[src/rtl/ldif_a2p_pkg.sv]
// ----------------------------------------------------------------------------
// ldif_a2p_pkg
// Shared constants, types and text helpers for the LDIF attribute to PEM
// stream converter.
// ----------------------------------------------------------------------------
package ldif_a2p_pkg;

    localparam int MAX_ATTR_CHARS  = 40;
    localparam int MAX_LABEL_CHARS = 16;
    localparam int LINE_WIDTH      = 64;

    // configuration register map
    localparam int ATTR_REGS        = MAX_ATTR_CHARS / 8;
    localparam int LABEL_REGS       = MAX_LABEL_CHARS / 8;
    localparam int NUM_REGS         = ATTR_REGS + LABEL_REGS + 1;
    localparam int REG_NAME_LENGTHS = NUM_REGS - 1;
    localparam int REG_IDX_W        = $clog2(NUM_REGS);
    localparam int ATTR_SEL_W       = $clog2(ATTR_REGS);
    localparam int LABEL_SEL_W      = $clog2(LABEL_REGS);
    localparam int CFG_DATA_W       = 64;
    localparam int LEN_REG_W        = 13;
    localparam int ATTR_LEN_FIELD_W = 6;
    localparam int LABEL_LEN_LSB    = 8;
    localparam int LABEL_LEN_FIELD_W = 5;

    localparam int ATTR_POS_W   = $clog2(MAX_ATTR_CHARS + 1);
    localparam int LABEL_LEN_W  = $clog2(MAX_LABEL_CHARS + 1);
    localparam int LABEL_IDX_W  = $clog2(MAX_LABEL_CHARS);
    localparam int COL_W        = $clog2(LINE_WIDTH);

    // text pieces of the header and footer lines
    localparam int BEGIN_LEN     = 11;
    localparam int END_LEN       = 9;
    localparam int TAIL_LEN      = 6;
    localparam int PREFIX_IDX_W  = $clog2(BEGIN_LEN);
    localparam int TAIL_IDX_W    = $clog2(TAIL_LEN);
    localparam int MAX_RESULTS   = BEGIN_LEN + MAX_LABEL_CHARS + TAIL_LEN;
    localparam int IDX_W         = $clog2(MAX_RESULTS);

    localparam int TDATA_W = 16;

    localparam logic [7:0] CH_NL    = 8'h0A;
    localparam logic [7:0] CH_SPACE = 8'h20;

    // reported phase codes
    localparam logic [2:0] PH_SEARCH   = 3'd0;
    localparam logic [2:0] PH_DATA     = 3'd1;
    localparam logic [2:0] PH_LINE_END = 3'd2;
    localparam logic [2:0] PH_FOOTER   = 3'd3;
    localparam logic [2:0] PH_DONE     = 3'd4;
    localparam logic [2:0] PH_BAD      = 3'd5;

    typedef enum logic [2:0] {
        KIND_EMPTY,
        KIND_BYTE,
        KIND_BYTE_NL,
        KIND_HEADER,
        KIND_FOOTER
    } t_kind;

    // what one accepted byte asks the output side to send
    typedef struct packed {
        t_kind      kind;
        logic [7:0] data;
        logic [2:0] phase;
        logic       nl;
    } t_job;

    typedef struct packed {
        logic [MAX_ATTR_CHARS-1:0][7:0]  attr;
        logic [MAX_LABEL_CHARS-1:0][7:0] label;
        logic [ATTR_POS_W-1:0]           attr_len;
        logic [LABEL_LEN_W-1:0]          label_len;
    } t_cfg;

    function automatic logic [7:0] upcase(input logic [7:0] c);
        logic [7:0] r;
        r = c;
        if (c >= 8'h61 && c <= 8'h7A) begin
            r = c - 8'h20;
        end
        return r;
    endfunction

    // "-----BEGIN "
    function automatic logic [7:0] begin_char(input logic [PREFIX_IDX_W-1:0] i);
        logic [7:0] r;
        case (i)
            4'd5:    r = 8'h42;
            4'd6:    r = 8'h45;
            4'd7:    r = 8'h47;
            4'd8:    r = 8'h49;
            4'd9:    r = 8'h4E;
            4'd10:   r = 8'h20;
            default: r = 8'h2D;
        endcase
        return r;
    endfunction

    // "-----END "
    function automatic logic [7:0] end_char(input logic [PREFIX_IDX_W-1:0] i);
        logic [7:0] r;
        case (i)
            4'd5:    r = 8'h45;
            4'd6:    r = 8'h4E;
            4'd7:    r = 8'h44;
            4'd8:    r = 8'h20;
            default: r = 8'h2D;
        endcase
        return r;
    endfunction

    // "-----\n"
    function automatic logic [7:0] tail_char(input logic [TAIL_IDX_W-1:0] i);
        logic [7:0] r;
        case (i)
            3'd5:    r = CH_NL;
            default: r = 8'h2D;
        endcase
        return r;
    endfunction

endpackage

[src/rtl/ldif_a2p_cfg_regs.sv]
// ----------------------------------------------------------------------------
// ldif_a2p_cfg_regs
// Configuration registers: attribute name, PEM label and their lengths,
// with the lengths saturated to the supported ranges.
// ----------------------------------------------------------------------------
module ldif_a2p_cfg_regs (
    input  logic                                  i_clk,
    input  logic                                  i_rst_n,
    input  logic                                  i_cfg_we,
    input  logic [ldif_a2p_pkg::REG_IDX_W-1:0]    i_cfg_idx,
    input  logic [ldif_a2p_pkg::CFG_DATA_W-1:0]   i_cfg_wdata,
    output ldif_a2p_pkg::t_cfg                    o_cfg
);

    logic [ldif_a2p_pkg::ATTR_REGS-1:0][ldif_a2p_pkg::CFG_DATA_W-1:0]  r_attr;
    logic [ldif_a2p_pkg::LABEL_REGS-1:0][ldif_a2p_pkg::CFG_DATA_W-1:0] r_label;
    logic [ldif_a2p_pkg::LEN_REG_W-1:0]                                r_len;

    logic [ldif_a2p_pkg::REG_IDX_W-1:0]         label_off;
    logic [ldif_a2p_pkg::ATTR_LEN_FIELD_W-1:0]  attr_raw;
    logic [ldif_a2p_pkg::LABEL_LEN_FIELD_W-1:0] label_raw;

    assign label_off = i_cfg_idx - ldif_a2p_pkg::REG_IDX_W'(ldif_a2p_pkg::ATTR_REGS);

    always_ff @(posedge i_clk) begin
        if (!i_rst_n) begin
            r_attr  <= '0;
            r_label <= '0;
            r_len   <= ldif_a2p_pkg::LEN_REG_W'(1);
        end else if (i_cfg_we) begin
            if (i_cfg_idx < ldif_a2p_pkg::REG_IDX_W'(ldif_a2p_pkg::ATTR_REGS)) begin
                r_attr[i_cfg_idx[ldif_a2p_pkg::ATTR_SEL_W-1:0]] <= i_cfg_wdata;
            end else if (i_cfg_idx <
                         ldif_a2p_pkg::REG_IDX_W'(ldif_a2p_pkg::REG_NAME_LENGTHS)) begin
                r_label[label_off[ldif_a2p_pkg::LABEL_SEL_W-1:0]] <= i_cfg_wdata;
            end else if (i_cfg_idx ==
                         ldif_a2p_pkg::REG_IDX_W'(ldif_a2p_pkg::REG_NAME_LENGTHS)) begin
                r_len <= i_cfg_wdata[ldif_a2p_pkg::LEN_REG_W-1:0];
            end
        end
    end

    assign attr_raw  = r_len[ldif_a2p_pkg::ATTR_LEN_FIELD_W-1:0];
    assign label_raw = r_len[ldif_a2p_pkg::LABEL_LEN_LSB +: ldif_a2p_pkg::LABEL_LEN_FIELD_W];

    always_comb begin
        o_cfg.attr  = r_attr;
        o_cfg.label = r_label;
        if (attr_raw == '0) begin
            o_cfg.attr_len = ldif_a2p_pkg::ATTR_POS_W'(1);
        end else if (attr_raw >
                     ldif_a2p_pkg::ATTR_LEN_FIELD_W'(ldif_a2p_pkg::MAX_ATTR_CHARS)) begin
            o_cfg.attr_len = ldif_a2p_pkg::ATTR_POS_W'(ldif_a2p_pkg::MAX_ATTR_CHARS);
        end else begin
            o_cfg.attr_len = ldif_a2p_pkg::ATTR_POS_W'(attr_raw);
        end
        if (label_raw > ldif_a2p_pkg::LABEL_LEN_FIELD_W'(ldif_a2p_pkg::MAX_LABEL_CHARS)) begin
            o_cfg.label_len = ldif_a2p_pkg::LABEL_LEN_W'(ldif_a2p_pkg::MAX_LABEL_CHARS);
        end else begin
            o_cfg.label_len = ldif_a2p_pkg::LABEL_LEN_W'(label_raw);
        end
    end

endmodule

[src/rtl/ldif_a2p_parser.sv]
// ----------------------------------------------------------------------------
// ldif_a2p_parser
// Conversion state machine: attribute search, data copy with line wrap,
// continuation check and footer trigger. Produces one output job per byte.
// ----------------------------------------------------------------------------
module ldif_a2p_parser (
    input  logic                 i_clk,
    input  logic                 i_rst_n,
    input  logic                 i_accept,
    input  logic [7:0]           i_byte,
    input  ldif_a2p_pkg::t_cfg   i_cfg,
    output ldif_a2p_pkg::t_job   o_job
);

    typedef enum logic [4:0] {
        ST_SEARCH   = 5'b00001,
        ST_DATA     = 5'b00010,
        ST_LINE_END = 5'b00100,
        ST_FOOTER   = 5'b01000,
        ST_DONE     = 5'b10000
    } t_phase;

    t_phase                              r_phase, n_phase;
    logic [ldif_a2p_pkg::ATTR_POS_W-1:0] r_match_pos, n_match_pos;
    logic [ldif_a2p_pkg::COL_W-1:0]      r_col, n_col;

    logic [7:0]                          attr_ch;
    logic                                hit;
    logic [ldif_a2p_pkg::ATTR_POS_W:0]   pos_inc;

    always_comb begin
        if (r_match_pos < ldif_a2p_pkg::ATTR_POS_W'(ldif_a2p_pkg::MAX_ATTR_CHARS)) begin
            attr_ch = i_cfg.attr[r_match_pos];
        end else begin
            attr_ch = 8'h00;
        end
        // a length lowered mid-match lets the next byte complete it
        hit = (r_match_pos >= i_cfg.attr_len) ||
              (ldif_a2p_pkg::upcase(i_byte) == ldif_a2p_pkg::upcase(attr_ch));
        pos_inc = {1'b0, r_match_pos} + 1'b1;
    end

    always_comb begin
        n_phase     = r_phase;
        n_match_pos = r_match_pos;
        n_col       = r_col;
        o_job.kind  = ldif_a2p_pkg::KIND_EMPTY;
        o_job.data  = i_byte;
        o_job.phase = ldif_a2p_pkg::PH_DONE;
        o_job.nl    = 1'b0;
        case (r_phase)
            ST_SEARCH: begin
                o_job.phase = ldif_a2p_pkg::PH_SEARCH;
                if (hit && pos_inc >= {1'b0, i_cfg.attr_len}) begin
                    n_match_pos = '0;
                    n_phase     = ST_DATA;
                    o_job.kind  = ldif_a2p_pkg::KIND_HEADER;
                    o_job.phase = ldif_a2p_pkg::PH_DATA;
                end else if (hit) begin
                    n_match_pos = pos_inc[ldif_a2p_pkg::ATTR_POS_W-1:0];
                end else begin
                    n_match_pos = '0;
                end
            end
            ST_DATA: begin
                if (i_byte == ldif_a2p_pkg::CH_NL) begin
                    n_phase     = ST_LINE_END;
                    o_job.phase = ldif_a2p_pkg::PH_LINE_END;
                end else begin
                    o_job.phase = ldif_a2p_pkg::PH_DATA;
                    if (r_col == ldif_a2p_pkg::COL_W'(ldif_a2p_pkg::LINE_WIDTH - 1)) begin
                        n_col      = '0;
                        o_job.kind = ldif_a2p_pkg::KIND_BYTE_NL;
                    end else begin
                        n_col      = r_col + 1'b1;
                        o_job.kind = ldif_a2p_pkg::KIND_BYTE;
                    end
                end
            end
            ST_LINE_END: begin
                if (i_byte == ldif_a2p_pkg::CH_SPACE) begin
                    n_phase     = ST_DATA;
                    o_job.phase = ldif_a2p_pkg::PH_DATA;
                end else if (i_byte == ldif_a2p_pkg::CH_NL) begin
                    n_phase     = ST_FOOTER;
                    o_job.phase = ldif_a2p_pkg::PH_FOOTER;
                end else begin
                    o_job.phase = ldif_a2p_pkg::PH_BAD;
                end
            end
            ST_FOOTER: begin
                n_col       = '0;
                n_phase     = ST_DONE;
                o_job.kind  = ldif_a2p_pkg::KIND_FOOTER;
                o_job.nl    = (r_col != '0);
                o_job.phase = ldif_a2p_pkg::PH_DONE;
            end
            default: begin
                n_phase = ST_DONE;
            end
        endcase
    end

    always_ff @(posedge i_clk) begin
        if (!i_rst_n) begin
            r_phase     <= ST_SEARCH;
            r_match_pos <= '0;
            r_col       <= '0;
        end else if (i_accept) begin
            r_phase     <= n_phase;
            r_match_pos <= n_match_pos;
            r_col       <= n_col;
        end
    end

endmodule

[src/rtl/ldif_a2p_emitter.sv]
// ----------------------------------------------------------------------------
// ldif_a2p_emitter
// Holds one output job and plays it out one byte per cycle while m_tready
// allows: single, wrapped or empty results, and header and footer bursts.
// ----------------------------------------------------------------------------
module ldif_a2p_emitter (
    input  logic                                 i_clk,
    input  logic                                 i_rst_n,
    input  logic                                 i_accept,
    input  ldif_a2p_pkg::t_job                   i_job,
    input  ldif_a2p_pkg::t_cfg                   i_cfg,
    output logic                                 o_ready,
    output logic                                 o_m_tvalid,
    input  logic                                 i_m_tready,
    output logic [ldif_a2p_pkg::TDATA_W-1:0]     o_m_tdata,
    output logic                                 o_m_tuser,
    output logic                                 o_m_tlast
);

    logic                           r_job_valid;
    ldif_a2p_pkg::t_job             r_job;
    logic [ldif_a2p_pkg::IDX_W-1:0] r_idx;

    logic       r_out_valid;
    logic [7:0] r_out_byte;
    logic [2:0] r_out_phase;
    logic       r_out_user;
    logic       r_out_last;

    logic                           out_free;
    logic                           step;
    logic                           job_done;
    logic [ldif_a2p_pkg::IDX_W-1:0] pos;
    logic [ldif_a2p_pkg::IDX_W-1:0] q;
    logic [ldif_a2p_pkg::IDX_W-1:0] t;
    logic [ldif_a2p_pkg::IDX_W-1:0] prefix_len;
    logic [ldif_a2p_pkg::IDX_W-1:0] last_pos;
    logic [7:0]                     text_ch;
    logic [7:0]                     res_byte;
    logic                           res_valid;
    logic                           res_last;

    // position inside the text line, after the optional leading newline
    always_comb begin
        if (r_job.kind == ldif_a2p_pkg::KIND_HEADER) begin
            prefix_len = ldif_a2p_pkg::IDX_W'(ldif_a2p_pkg::BEGIN_LEN);
        end else begin
            prefix_len = ldif_a2p_pkg::IDX_W'(ldif_a2p_pkg::END_LEN);
        end
        pos      = r_idx - ldif_a2p_pkg::IDX_W'(r_job.nl);
        q        = pos - prefix_len;
        t        = q - ldif_a2p_pkg::IDX_W'(i_cfg.label_len);
        last_pos = prefix_len + ldif_a2p_pkg::IDX_W'(i_cfg.label_len) +
                   ldif_a2p_pkg::IDX_W'(ldif_a2p_pkg::TAIL_LEN - 1);
        if (pos < prefix_len) begin
            if (r_job.kind == ldif_a2p_pkg::KIND_HEADER) begin
                text_ch = ldif_a2p_pkg::begin_char(pos[ldif_a2p_pkg::PREFIX_IDX_W-1:0]);
            end else begin
                text_ch = ldif_a2p_pkg::end_char(pos[ldif_a2p_pkg::PREFIX_IDX_W-1:0]);
            end
        end else if (q < ldif_a2p_pkg::IDX_W'(i_cfg.label_len)) begin
            text_ch = i_cfg.label[q[ldif_a2p_pkg::LABEL_IDX_W-1:0]];
        end else begin
            text_ch = ldif_a2p_pkg::tail_char(t[ldif_a2p_pkg::TAIL_IDX_W-1:0]);
        end
    end

    always_comb begin
        res_byte  = 8'h00;
        res_valid = 1'b1;
        res_last  = 1'b1;
        case (r_job.kind)
            ldif_a2p_pkg::KIND_BYTE: begin
                res_byte = r_job.data;
            end
            ldif_a2p_pkg::KIND_BYTE_NL: begin
                res_byte = (r_idx == '0) ? r_job.data : ldif_a2p_pkg::CH_NL;
                res_last = (r_idx != '0);
            end
            ldif_a2p_pkg::KIND_HEADER, ldif_a2p_pkg::KIND_FOOTER: begin
                if (r_job.nl && r_idx == '0) begin
                    res_byte = ldif_a2p_pkg::CH_NL;
                    res_last = 1'b0;
                end else begin
                    res_byte = text_ch;
                    res_last = (pos == last_pos);
                end
            end
            default: begin
                res_valid = 1'b0;
            end
        endcase
    end

    assign out_free = !r_out_valid || i_m_tready;
    assign step     = r_job_valid && out_free;
    assign job_done = step && res_last;
    assign o_ready  = !r_job_valid || job_done;

    always_ff @(posedge i_clk) begin
        if (!i_rst_n) begin
            r_job_valid <= 1'b0;
            r_idx       <= '0;
        end else if (i_accept) begin
            r_job_valid <= 1'b1;
            r_idx       <= '0;
        end else if (job_done) begin
            r_job_valid <= 1'b0;
        end else if (step) begin
            r_idx <= r_idx + 1'b1;
        end
    end

    always_ff @(posedge i_clk) begin
        if (i_accept) begin
            r_job <= i_job;
        end
    end

    always_ff @(posedge i_clk) begin
        if (!i_rst_n) begin
            r_out_valid <= 1'b0;
        end else if (step) begin
            r_out_valid <= 1'b1;
        end else if (i_m_tready) begin
            r_out_valid <= 1'b0;
        end
    end

    always_ff @(posedge i_clk) begin
        if (step) begin
            r_out_byte  <= res_byte;
            r_out_phase <= r_job.phase;
            r_out_user  <= res_valid;
            r_out_last  <= res_last;
        end
    end

    assign o_m_tvalid = r_out_valid;
    assign o_m_tdata  = {{(ldif_a2p_pkg::TDATA_W - 11){1'b0}}, r_out_phase, r_out_byte};
    assign o_m_tuser  = r_out_user;
    assign o_m_tlast  = r_out_last;

    // an empty result is always the only one of its transaction group
    a_empty_is_last: assert property (@(posedge i_clk) disable iff (!i_rst_n)
        r_out_valid && !r_out_user |-> r_out_last)
        else $error("empty result without last");

    a_idx_range: assert property (@(posedge i_clk) disable iff (!i_rst_n)
        r_job_valid |-> r_idx < ldif_a2p_pkg::IDX_W'(ldif_a2p_pkg::MAX_RESULTS))
        else $error("burst index past longest burst");

    a_burst_kept: assert property (@(posedge i_clk) disable iff (!i_rst_n)
        r_job_valid && !job_done |=> r_job_valid)
        else $error("job dropped before its last byte");

endmodule

[src/rtl/ldif_attribute_to_pem_stream.sv]
// ----------------------------------------------------------------------------
// ldif_attribute_to_pem_stream
// Finds a configured attribute in an LDIF byte stream and rewrites its value
// as PEM text with header, 64-column wrapping and footer.
//
// channel   dir  width  contents
// s_*       in   8      tdata[7:0] LDIF byte
// m_*       out  16     tdata[7:0] out_byte, [10:8] phase; tuser byte_valid;
//                       tlast last result of the input byte
// cfg       in   64     i_cfg_we, i_cfg_idx (register 0..7), i_cfg_wdata
//
// an input byte gives one result; a wrapped byte gives 2, the header
// 17 + label length, the footer 15 or 16 + label length results; the
// output register drains one byte per cycle while m_tready does not hold it.
// an accepted byte is registered as a job, then its results in the output register.
// synchronous active-low reset clears state and the name registers, lengths to 1.
// s_tready drops while a burst is played out or m_tready holds the output.
// ----------------------------------------------------------------------------
module ldif_attribute_to_pem_stream (
    input  logic                                i_clk,
    input  logic                                i_rst_n,
    input  logic                                s_tvalid,
    output logic                                s_tready,
    input  logic [7:0]                          s_tdata,    // [7:0] data_byte
    output logic                                m_tvalid,
    input  logic                                m_tready,
    // [7:0] out_byte, [10:8] phase, [15:11] zero
    output logic [ldif_a2p_pkg::TDATA_W-1:0]    m_tdata,
    output logic                                m_tuser,    // [0] byte_valid
    output logic                                m_tlast,
    input  logic                                i_cfg_we,
    input  logic [ldif_a2p_pkg::REG_IDX_W-1:0]  i_cfg_idx,
    input  logic [ldif_a2p_pkg::CFG_DATA_W-1:0] i_cfg_wdata
);

    ldif_a2p_pkg::t_cfg cfg;
    ldif_a2p_pkg::t_job job;
    logic               accept;
    logic               ready;

    assign accept   = s_tvalid && ready;
    assign s_tready = ready;

    ldif_a2p_cfg_regs u_cfg (
        .i_clk       (i_clk),
        .i_rst_n     (i_rst_n),
        .i_cfg_we    (i_cfg_we),
        .i_cfg_idx   (i_cfg_idx),
        .i_cfg_wdata (i_cfg_wdata),
        .o_cfg       (cfg)
    );

    ldif_a2p_parser u_parser (
        .i_clk    (i_clk),
        .i_rst_n  (i_rst_n),
        .i_accept (accept),
        .i_byte   (s_tdata),
        .i_cfg    (cfg),
        .o_job    (job)
    );

    ldif_a2p_emitter u_emitter (
        .i_clk      (i_clk),
        .i_rst_n    (i_rst_n),
        .i_accept   (accept),
        .i_job      (job),
        .i_cfg      (cfg),
        .o_ready    (ready),
        .o_m_tvalid (m_tvalid),
        .i_m_tready (m_tready),
        .o_m_tdata  (m_tdata),
        .o_m_tuser  (m_tuser),
        .o_m_tlast  (m_tlast)
    );

endmodule

[config.mk]
export PLATFORM = sky130hd
export DESIGN_NAME = ldif_attribute_to_pem_stream
export DESIGN_NICKNAME = d
export VERILOG_FILES = /design/src/rtl/ldif_a2p_pkg.sv /design/src/rtl/ldif_a2p_cfg_regs.sv /design/src/rtl/ldif_a2p_parser.sv /design/src/rtl/ldif_a2p_emitter.sv /design/src/rtl/ldif_attribute_to_pem_stream.sv
export SDC_FILE = /design/constraint.sdc
export NUM_CORES = 1
export LEC_CHECK = 0
export BUFFER_PORTS_ARGS = -buffer_cell sky130_fd_sc_hd__buf_4
export CORE_MARGIN = 2
export CORE_UTILIZATION = 56
export CTS_CLUSTER_DIAMETER = 150
export DETAILED_ROUTE_END_ITERATION = 7
export PLACE_DENSITY = 0.73
export SYNTH_ARGS = -nofsm -noshare
export SYNTH_HDL_FRONTEND = slang
export SYNTH_SLANG_ARGS = --single-unit
[constraint.sdc]
create_clock -name i_clk -period 4.8 [get_ports i_clk]
set_input_delay 0.48 -clock i_clk [delete_from_list [all_inputs] [get_ports i_clk]]
set_output_delay 0.48 -clock i_clk [all_outputs]
set_load 0.03 [all_outputs]
---- Word level (Yosys, flattened, before mapping) ----
Index checks and enable logic that the tools add are counted.
operators by class
  add/sub/neg operators ................... 11
  multipliers ............................. 0
  divide/modulo/power cells ............... 0
  order comparisons ....................... 19
  equal/unequal tests ..................... 25
  shifts and indexed selects .............. 0
  multiplexer cells ....................... 52
  bitwise gates (word level) .............. 4
  reduce and logical (&&, ||, !) cells .... 31
operator list
  cell                                                                              count
  320-bit bitwise mux                                                               1
  64-bit demux with 3-bit select                                                    1
  128-bit bitwise mux                                                               1
  64-bit 2-to-1 mux                                                                 2
  8-bit 2-to-1 mux                                                                  10
  64-bit demux with 1-bit select                                                    1
  8-bit binary-select mux with 6-bit select                                         1
  6-bit 2-to-1 mux                                                                  7
  7-bit case mux with 6 select lines                                                1
  8-bit binary-select mux with 4-bit select                                         1
  7-bit case mux with 4 select lines                                                1
  5-bit 2-to-1 mux                                                                  5
  8-bit case mux with 3 select lines                                                1
  3-bit case mux with 3 select lines                                                2
  8-bit by 7-bit >= comparator with 1-bit output, second input constant             2
  8-bit by 7-bit less-or-equal comparator with 1-bit output, second input constant  2
  8-bit by 6-bit subtractor with 8-bit output, second input constant                2
  5-bit case mux with 3 select lines                                                1
  6-bit by 1-bit adder with 6-bit output, second input constant                     2
  4-bit by 3-bit == test with 1-bit output, second input constant                   3
  4-bit == test, second input constant                                              3
  6-bit logical NOT                                                                 2
  6-bit case mux with 2 select lines                                                1
  6-bit nonzero test                                                                2
  other kinds (50)                                                                  87
storage, ports and cells
  flip-flop bits (word level) ............. 514
  latch bits .............................. 0
  memory bits (writable) .................. 0
  memory bits (read-only) ................. 0
  bits of input ports ..................... 80
  output and inout port bits .............. 20
  logic and storage cells ................. 164
  memories kept ........................... 0

---- Longest topological paths before layout ----
Gate-level depths: netlist of run 1.
  depth in word-level cells ............... 11
  depth in mapped cells ................... 21
  depth with buffers taken out ............ 19

---- Modules after synthesis ----
Synthesis of run 1 repeated with hierarchy kept, for this count alone.
second synthesis, totals
  cell total of the unflattened synthesis .. 2342
  area total of the unflattened synthesis .. 24372.1 µm²
by module, submodules not included
  module                        instances  cells an instance  area each (µm²)  sequential area each (µm²)
  ldif_a2p_cfg_regs             1          1571               16503.3          9188.8
  ldif_a2p_parser               1          454                4311.6           340.3
  ldif_a2p_emitter              1          316                3550.9           1001.0
  ldif_attribute_to_pem_stream  1          1                  6.3              0.0

---- Worst setup path after synthesis of run 1 ----
Ideal clock, no wire load.
  path kind ............................... register to register
  from .................................... register u_emitter.r_idx[0] (netlist bit)
  to ...................................... register u_emitter.r_out_byte[1], data pin
  setup time .............................. 272 ps
  arrival time ............................ 4224 ps
  required time ........................... 4528 ps
  slack ................................... 304 ps
  cell stages (with the launch flop) ...... 22
  path buffers ............................ 3
  period minus slack after synthesis ...... 4496 ps
  cells stage by stage .................... dfxtp_1 -> inv_1 -> ha_1 -> ha_1 -> clkbuf_1 -> inv_1 -> fa_1 -> clkbuf_1 -> clkbuf_1 -> inv_1 -> fa_1 -> nor2b_1 -> o21ai_0 -> nand2b_1 -> a21oi_1 -> nand2_1 -> mux2i_1 -> a21oi_1 -> a21oi_1 -> nor2_1 -> a22oi_1 -> o21ai_0
between the ends
  word-level cells in the longest chain between the ends .. 9
  elaborated cells between the ends (all ways) .. 25
  classes of those cells .................. 3 x add/sub; 2 x order compare; 7 x eq/ne; 11 x mux; 2 x reduce/logical
ends and longest elaborated chain
  item                                         line                     source
  from (decl)                                  ldif_a2p_emitter.sv:22   logic [ldif_a2p_pkg::IDX_W-1:0] r_idx;
  from (signal assigned)                       ldif_a2p_emitter.sv:110  r_idx <= r_idx + 1'b1;
  6-bit by 1-bit subtractor with 6-bit output  ldif_a2p_emitter.sv:50   pos = r_idx - ldif_a2p_pkg::IDX_W'(r_job.nl);
  6-bit by 4-bit subtractor with 6-bit output  ldif_a2p_emitter.sv:51   q = pos - prefix_len;
  3-bit subtractor                             ldif_a2p_emitter.sv:52   t = q - ldif_a2p_pkg::IDX_W'(i_cfg.label_len);
  3-bit == test                                ldif_a2p_pkg.sv:116      case (i)
  6-bit 2-to-1 mux                             ldif_a2p_pkg.sv:116
  8-bit 2-to-1 mux                             ldif_a2p_emitter.sv:61   end else if (q < ldif_a2p_pkg::IDX_W'(i_cfg.label_len)) begin
  8-bit 2-to-1 mux                             ldif_a2p_emitter.sv:55   if (pos < prefix_len) begin
  8-bit 2-to-1 mux                             ldif_a2p_emitter.sv:81   if (r_job.nl && r_idx == '0) begin
  8-bit case mux with 3 select lines *         ldif_a2p_emitter.sv:72   case (r_job.kind)
  to (signal assigned)                         ldif_a2p_emitter.sv:132  r_out_byte <= res_byte;
  to (decl)                                    ldif_a2p_emitter.sv:25   logic [7:0] r_out_byte;
Every way passes the cells marked *; elsewhere a longest branch is shown, timed or not. The select of a mux whose other input is x is not followed.
A chain may end at the register's enable or synchronous reset.

---- Worst setup path in the final report of run 1 ----
  from .................................... register u_emitter.r_job[13] (netlist bit)
  to ...................................... register u_parser.r_col[4] (netlist bit)
between the ends
  word-level cells in the longest chain between the ends .. 11
  elaborated cells between the ends (all ways) .. 14
  classes of those cells .................. 2 x add/sub; 4 x eq/ne; 3 x mux; 5 x reduce/logical
ends and longest elaborated chain
  item                                      line                                            source
  from (decl)                               ldif_a2p_emitter.sv:21                          ldif_a2p_pkg::t_job r_job;
  from (signal assigned)                    ldif_a2p_emitter.sv:116                         r_job <= i_job;
  3-bit by 2-bit == test with 1-bit output  ldif_a2p_emitter.sv:45, ldif_a2p_emitter.sv:72
  2-bit 2-to-1 mux                          ldif_a2p_emitter.sv:45                          if (r_job.kind == ldif_a2p_pkg::KIND_HEADER) begin
  4-bit by 5-bit adder with 6-bit output    ldif_a2p_emitter.sv:53                          last_pos = prefix_len + ldif_a2p_pkg::IDX_W'(i_cfg.label_len) +
  6-bit by 3-bit adder with 6-bit output    ldif_a2p_emitter.sv:53
  6-bit == test                             ldif_a2p_emitter.sv:86                          res_last = (pos == last_pos);
  1-bit 2-to-1 mux                          ldif_a2p_emitter.sv:81
  1-bit case mux with 2 select lines *      ldif_a2p_emitter.sv:72
  1-bit logical AND *                       ldif_a2p_emitter.sv:97                          assign job_done = step && res_last;
  1-bit logical OR *                        ldif_a2p_emitter.sv:98                          assign o_ready = !r_job_valid || job_done;
  1-bit logical AND *                       ldif_attribute_to_pem_stream.sv:41              assign accept = s_tvalid && ready;
  net accept                                ldif_attribute_to_pem_stream.sv:38              logic accept;
  3-bit AND reduction (no line) *           n/a
  to (signal assigned)                      ldif_a2p_parser.sv:112                          r_col <= n_col;
  to (decl)                                 ldif_a2p_parser.sv:25                           logic [ldif_a2p_pkg::COL_W-1:0] r_col, n_col;
Mark *: on every way through the listed nets, which the timed path passes. The rest lies on a longest branch.

==> results.toml, run 1 <==
[route]
vias = 20000
drc = 0
route.antenna.remaining_nets = 0
vias_per_cell = 5.87
routedWlPerCell_um = 21.7
first_pass_iters = 7
drtIter0Drc = 1886
drt-total-wl_um = 73900

[sta]
tightest_slew_ns = 1.11
fin_skew_ns = 0.0168
finalCritPeriodShare = 0.911
max_freq_mhz = 229
setup_viol = 0
fin_crit_ns = 4.37
setup_tns_ns = 0
max_slew_margin = 0.257
grt_setup_unrepaired = "false"
maxSlewViolCount = 0
final_hold_viol_count = 0

[critical_path]
regToRegSetupSlack_ns = 0.43
crit_arrival_ns = 4.90
crit_path_end = "u_parser.r_col[4]$_SDFFE_PN0P_"
reg2reg_depth = 16
cp-start-kind = "register"
required_ns = 5.33
cp-startpoint = "u_emitter.r_job[13]$_SDFFCE_PN0P_"
crit_path_max_fanout = 19
worstSetupPathType = "register to register"
crit_path_end_kind = "register"
crit-reg2reg-launch = "u_emitter.r_job[13]$_SDFFCE_PN0P_"
r2r_end = "u_parser.r_col[4]$_SDFFE_PN0P_"

[global_route]
grt_max_degree = 184
antenna_found_initial = 3
grt_pass1_vias = 19461
grt_overflow = 0
track_usage = 0.327
grt_pass1_wl_um = 112000

[logic_synthesis]
synth_cell_types = 78
netlist_top_cells_area = "dfxtp_1 40%, nand2_1 15%, a21boi_0 14%"
synth_xor_area_frac = 0.0118
async_reset_ff_frac = 0
synth-simple-area-share = 0.193
synthMuxAreaShare = 0.115
yosysWarnings = 0
syn_avg_cell_area_um2 = 8.77
synth_common_cells = "980 x nand2_1, 484 x dfxtp_1, 461 x a21boi_0"
ys_ff_latch = 512
ys.flop_type = "dfxtp_1"
synth_compound_area_frac = 0.186
syn_area_um2 = 24500
synth_seq_area_share = 0.430
synth_top_area_share = 0.396
yosys.area_share.adder = 0.0178
synth_top_family_by_area = "simple AND/OR/NAND/NOR gates"
synth_cells = 2791
synth_edf_count = 28
yosys.area.top_type = "dfxtp_1"
synth.most_common_cell = "nand2_1"

[floorplanning]
core-area_um2 = 43100
dieHeight_um = 213
initial_core_util = 0.568
row_count = 76
dieWidth_um = 213
io_pins = 100
dieArea_um2 = 45400

[finish]
fin_nets = 2892
drive_gt1_frac = 0.118
post-route-util = 0.632
synthToLayoutAreaGrowth_pct = 11.1

[worst_hold_path]
hold_class = "input port to register"

[placed_design]
post-dp-hpwl_um = 50100
gp_congestion = 0.960
portBuffers = 94

[clocking]
cts_tree = "done"
insertion_delay_ns = 0.61
clkSinkCount = 512
cts_root_buf = "clkbuf_16"
ctsResizeCount = 0
ctsHtreeMaxLevel = 2
clk_pin_slew_ns = 0.06
cts_buffers = 53
postCtsSetupRepairBufs = 0
ctsHoldBuffers = 0
clockBufferDepth = 3

[run]
drv_cap = 0

[power_and_ir_drop]
powerDensity_nw_per_um2 = 350
leakage_nw = 9.15
ir_drop_v = 0.000287

[status]
status = "finished clean"
-- report_power, final --
| part | switching [mW] | internal (mW) | total, mW |
|---|---|---|---|
| combinational | 0.545 | 0.303 | 0.848 |
| clock | 1.74 | 2.49 | 4.23 |
| sequential | 0.0580 | 4.40 | 4.46 |
-- kinds of logic after synthesis --
group	Yosys count
compound gates	619
xor+xnor	33
fa+ha+maj	33
buf+inv	240
flops	512
mux	179
other cells	1
simple gates	1174
-- through the flow --
stage | setup WS (ns) | hold WS (ns) | cell area [um2] | cells | total power [mW]
after floorplan | 0.304 | 0.400 | 24500 | 2795 | 5.05
after global placement | 0.588 | 0.401 | 25400 | 3309 | 5.37
after detailed placement | 0.429 | 0.405 | 25400 | 3309 | 5.39
after CTS | 0.426 | 0.0714 | 27200 | 3407 | 9.57
after global routing | 0.126 | 0.0718 | 27200 | 3407 | 9.82
final | 0.429 | 0.0992 | 27200 | 3408 | 9.53
-- layout by cell type, fill, tap and decap left out, drive strengths merged, types with 9 or more instances in the layout --
cell	instances
nor2b	26
a21boi	461
xor2	14
nand2b	12
a211oi	9
dfxtp	484
nor2	59
ha	30
nor3	12
edfxtp	28
o21ai	24
nand2	980
buf	138
a21oi	40
mux2i	95
clkbuf	81
mux4	80
a22oi	28
clkinv	9
xnor2	19
nand3	37
inv	35
-- final cells by class --
cell class / instances / area, um2
antenna: 1 / 2.50
clock buffer: 81 / 1580
clock inverter: 17 / 209
fill: 3627 / 15900
inverter: 31 / 116
multi-input combinational: 2043 / 12900
sequential: 512 / 10500
tap: 585 / 732
timing repair buffer: 138 / 1090
-- worst min path at each step --
stage | slack (ns) | depth (start not counted) | start | endpoint
final | 0.1 | 1 | s_tdata[7] | u_emitter.r_job[11]$_DFFE_PP_
after global routing | 0.07 | 1 | s_tdata[7] | u_emitter.r_job[11]$_DFFE_PP_
after CTS | 0.07 | 1 | s_tdata[7] | u_emitter.r_job[11]$_DFFE_PP_
after detailed placement | 0.41 | 0 | u_emitter.r_job[2]$_SDFFCE_PP0P_ | u_emitter.r_out_phase[1]$_DFFE_PP_
after global placement | 0.40 | 0 | u_emitter.r_job[3]$_SDFFCE_PP1P_ | u_emitter.r_out_phase[2]$_DFFE_PP_
after floorplan | 0.40 | 0 | u_emitter.r_job[1]$_SDFFCE_PP0P_ | u_emitter.r_out_phase[0]$_DFFE_PP_
-- layer usage --
metal  GRT usage  up-vias  share of wire
li1            -     9450              -
met1       0.407     9707           0.40
met2       0.548      667           0.48
met3      0.0581      172          0.071
met4       0.164        4          0.052
met5           0        -        0.00037
-- critical path: stages (launching register included) --
cell and delay, ns:
edfxtp_1 0.45, nor2b_1 0.20, and2_1 0.23, inv_1 0.26, ha_1 0.20, inv_1 0.04
ha_1 0.20, fa_1 0.39, xor2_1 0.21, xnor2_1 0.14, a41oi_1 0.27, o21ai_1 0.29
nand2_1 0.13, inv_2 0.31, nand2_1 0.28, or4b_1 0.52, a21boi_0 0.17
-- registers in the layout (all words and copies together) (netlist names) --
signal                 cells
u_emitter.r_job           15
u_emitter.r_out_phase      3
u_emitter.r_out_byte       8
u_emitter.o_m_tvalid       1
u_emitter.o_m_tlast        1
u_cfg.r_len               11
u_parser.r_match_pos       6
u_emitter.r_job_valid      1
u_cfg.o_cfg              448
u_emitter.o_m_tuser        1
u_parser.r_col             6
u_parser.r_phase           5
u_emitter.r_idx            6
No activity file was read; power rests on OpenSTA's default activity.
==> run 2: changes to the inputs <==
CORE_UTILIZATION = 62   (was 56)
PLACE_DENSITY = 0.77   (was 0.73)
clock period = 4.5 ns   (was 4.8 ns; I/O delays follow)
==> run 2 against run 1 <==
Effect of this change: worst hold slack got worse by 0.034 ns; setup slack got worse by 0.19 ns; routed wire length increased by 2.2%; power increased by 4.4%; flip-flop and latch count unchanged; die area decreased by 9.5%; clock power increased by 1%; first-iteration DRC count increased by 0.32%; critical path type is now register to output pin; clock-buffer cell count decreased by 4; final cell count decreased by 2.0%; critical endpoint is now s_tready.
==> results.toml, run 2 (synthesized netlist as in run 1, its figures left out) <==
[floorplanning]
dieWidth_um = 203
initial_core_util = 0.631
core-area_um2 = 38800
io_pins = 100
dieHeight_um = 203
row_count = 72
dieArea_um2 = 41100

[sta]
whs_ns = 0.0654
final_hold_viol_count = 0
fin_ws_ns = 0.234
max_freq_mhz = 234
fin_crit_ns = 4.27
max_slew_margin = 0.163
tightest_slew_ns = 1.25
setup_viol = 0
setup_tns_ns = 0
fin_skew_ns = 0.0198
maxSlewViolCount = 0
finalCritPeriodShare = 0.948
grt_setup_unrepaired = "false"

[global_route]
track_usage = 0.367
grt_pass1_wl_um = 115000
antenna_found_initial = 1
grt_pass1_vias = 20025
grt_max_degree = 195
grt_overflow = 0

[finish]
stdcell_count = 3340
drive_gt1_frac = 0.117
largest_reg_flops = 448
synthToLayoutAreaGrowth_pct = 10.3
layout_common_cells = "977 x nand2_1, 481 x dfxtp_1, 461 x a21boi_0"
final_common_cell = "nand2_1"
multi_input_area_um2 = 12900
post-route-util = 0.696
fillCellCount = 3072
fin_nets = 2893
finalInstanceArea_um2 = 27000
regArea_um2 = 10500

[power_and_ir_drop]
p_total_mw = 9.95
ir_drop_v = 0.000423
p_sw_mw = 2.53
powerDensity_nw_per_um2 = 368
combPwrFrac = 0.092
leakage_nw = 9.09
share_seq_of_total_power = 0.478
swShare = 0.254
intPower_mw = 7.43
p_clk_frac = 0.430

[route]
vias = 20561
vias_per_cell = 6.16
route.antenna.remaining_nets = 0
drt-total-wl_um = 75600
first_pass_iters = 7
drc = 0
drtIter0Drc = 1892
routedWlPerCell_um = 22.6

[clocking]
ctsHtreeMaxLevel = 2
ctsHoldBuffers = 0
clk_pin_slew_ns = 0.06
clockBufferDepth = 3
postCtsSetupRepairBufs = 0
insertion_delay_ns = 0.63
cts_root_buf = "clkbuf_16"
cts_buffers = 53
cts_tree = "done"
ctsResizeCount = 0
clkSinkCount = 512

[critical_path]
crit_arrival_ns = 3.82
required_ns = 4.05
crit_path_end_kind = "output pin"
worstSetupPathType = "register to output pin"
cp-start-kind = "register"
crit_path_max_fanout = 9

[placed_design]
gp_congestion = 0.988
post-dp-hpwl_um = 51500
place_ws_ns = 0.395
dp_cells = 3243
placed_cell_area_um2 = 25300
portBuffers = 94

[status]
status = "finished clean"

[worst_hold_path]
hold_class = "input port to register"

[run]
drv_cap = 0
[run 2: changes by cell type in the layout (fill, tap and decap cells not counted), sizes merged]
cell,before,now
buf,138,139
clkbuf,81,77
clkinvlp,0,1
clkinv,9,15
bufinv,4,1
inv,35,33
[run 2: metal layers]
layer,GRT usage,vias to the layer above,wire length [um]
met5,0,-,0
met4,0.222,0,4720
met3,0.0586,228,6150
met2,0.599,902,35500
met1,0.459,9978,29200
li1,-,9453,-
[run 2: critical path, cell delays in order, from the launching register on]
cell and delay [ns]:
edfxtp_1 0.51, nor2b_1 0.28, and2_1 0.28, inv_1 0.22
ha_1 0.25, inv_1 0.06, ha_1 0.17, fa_1 0.44
xor2_1 0.17, a41oi_1 0.44, o21ai_1 0.18, buf_4 0.20
[run 2: area by class of cell]
class | instances | area share
diodes | 1 | 0.0000926
clock buffers | 77 | 0.0565
clock inverters | 19 | 0.00560
inverters | 31 | 0.00431
multi-input cells | 2043 | 0.479
flip-flops and latches | 512 | 0.390
well taps | 518 | 0.0240
repair buffers | 139 | 0.0403
[run 2: path summary, 6_finish.rpt]
| kind | cells after the start | from | end | slack, ns |
|---|---|---|---|---|
| setup / recovery | 11 | u_emitter.r_job[14]$_SDFFCE_PN0P_ | s_tready | 0.23 |
| hold reg to reg | 0 | u_emitter.r_job[3]$_SDFFCE_PP1P_ | u_emitter.r_out_phase[2]$_DFFE_PP_ | 0.42 |
| setup reg to reg | 16 | u_emitter.r_job[13]$_SDFFCE_PN0P_ | u_parser.r_col[4]$_SDFFE_PN0P_ | 0.32 |
| hold / removal | 1 | s_tdata[6] | u_emitter.r_job[10]$_DFFE_PP_ | 0.07 |
[run 2: power groups by stage]
stage / Sequential [mW] / Clock, mW / Combinational (mW)
2_1_floorplan: 4.85 / 0 / 0.534
3_3_place_gp: 4.85 / 0 / 0.876
3_5_place_dp: 4.86 / 0 / 0.896
4_1_cts: 4.76 / 4.30 / 0.900
5_1_grt: 4.77 / 4.48 / 0.977
6_report: 4.76 / 4.28 / 0.918
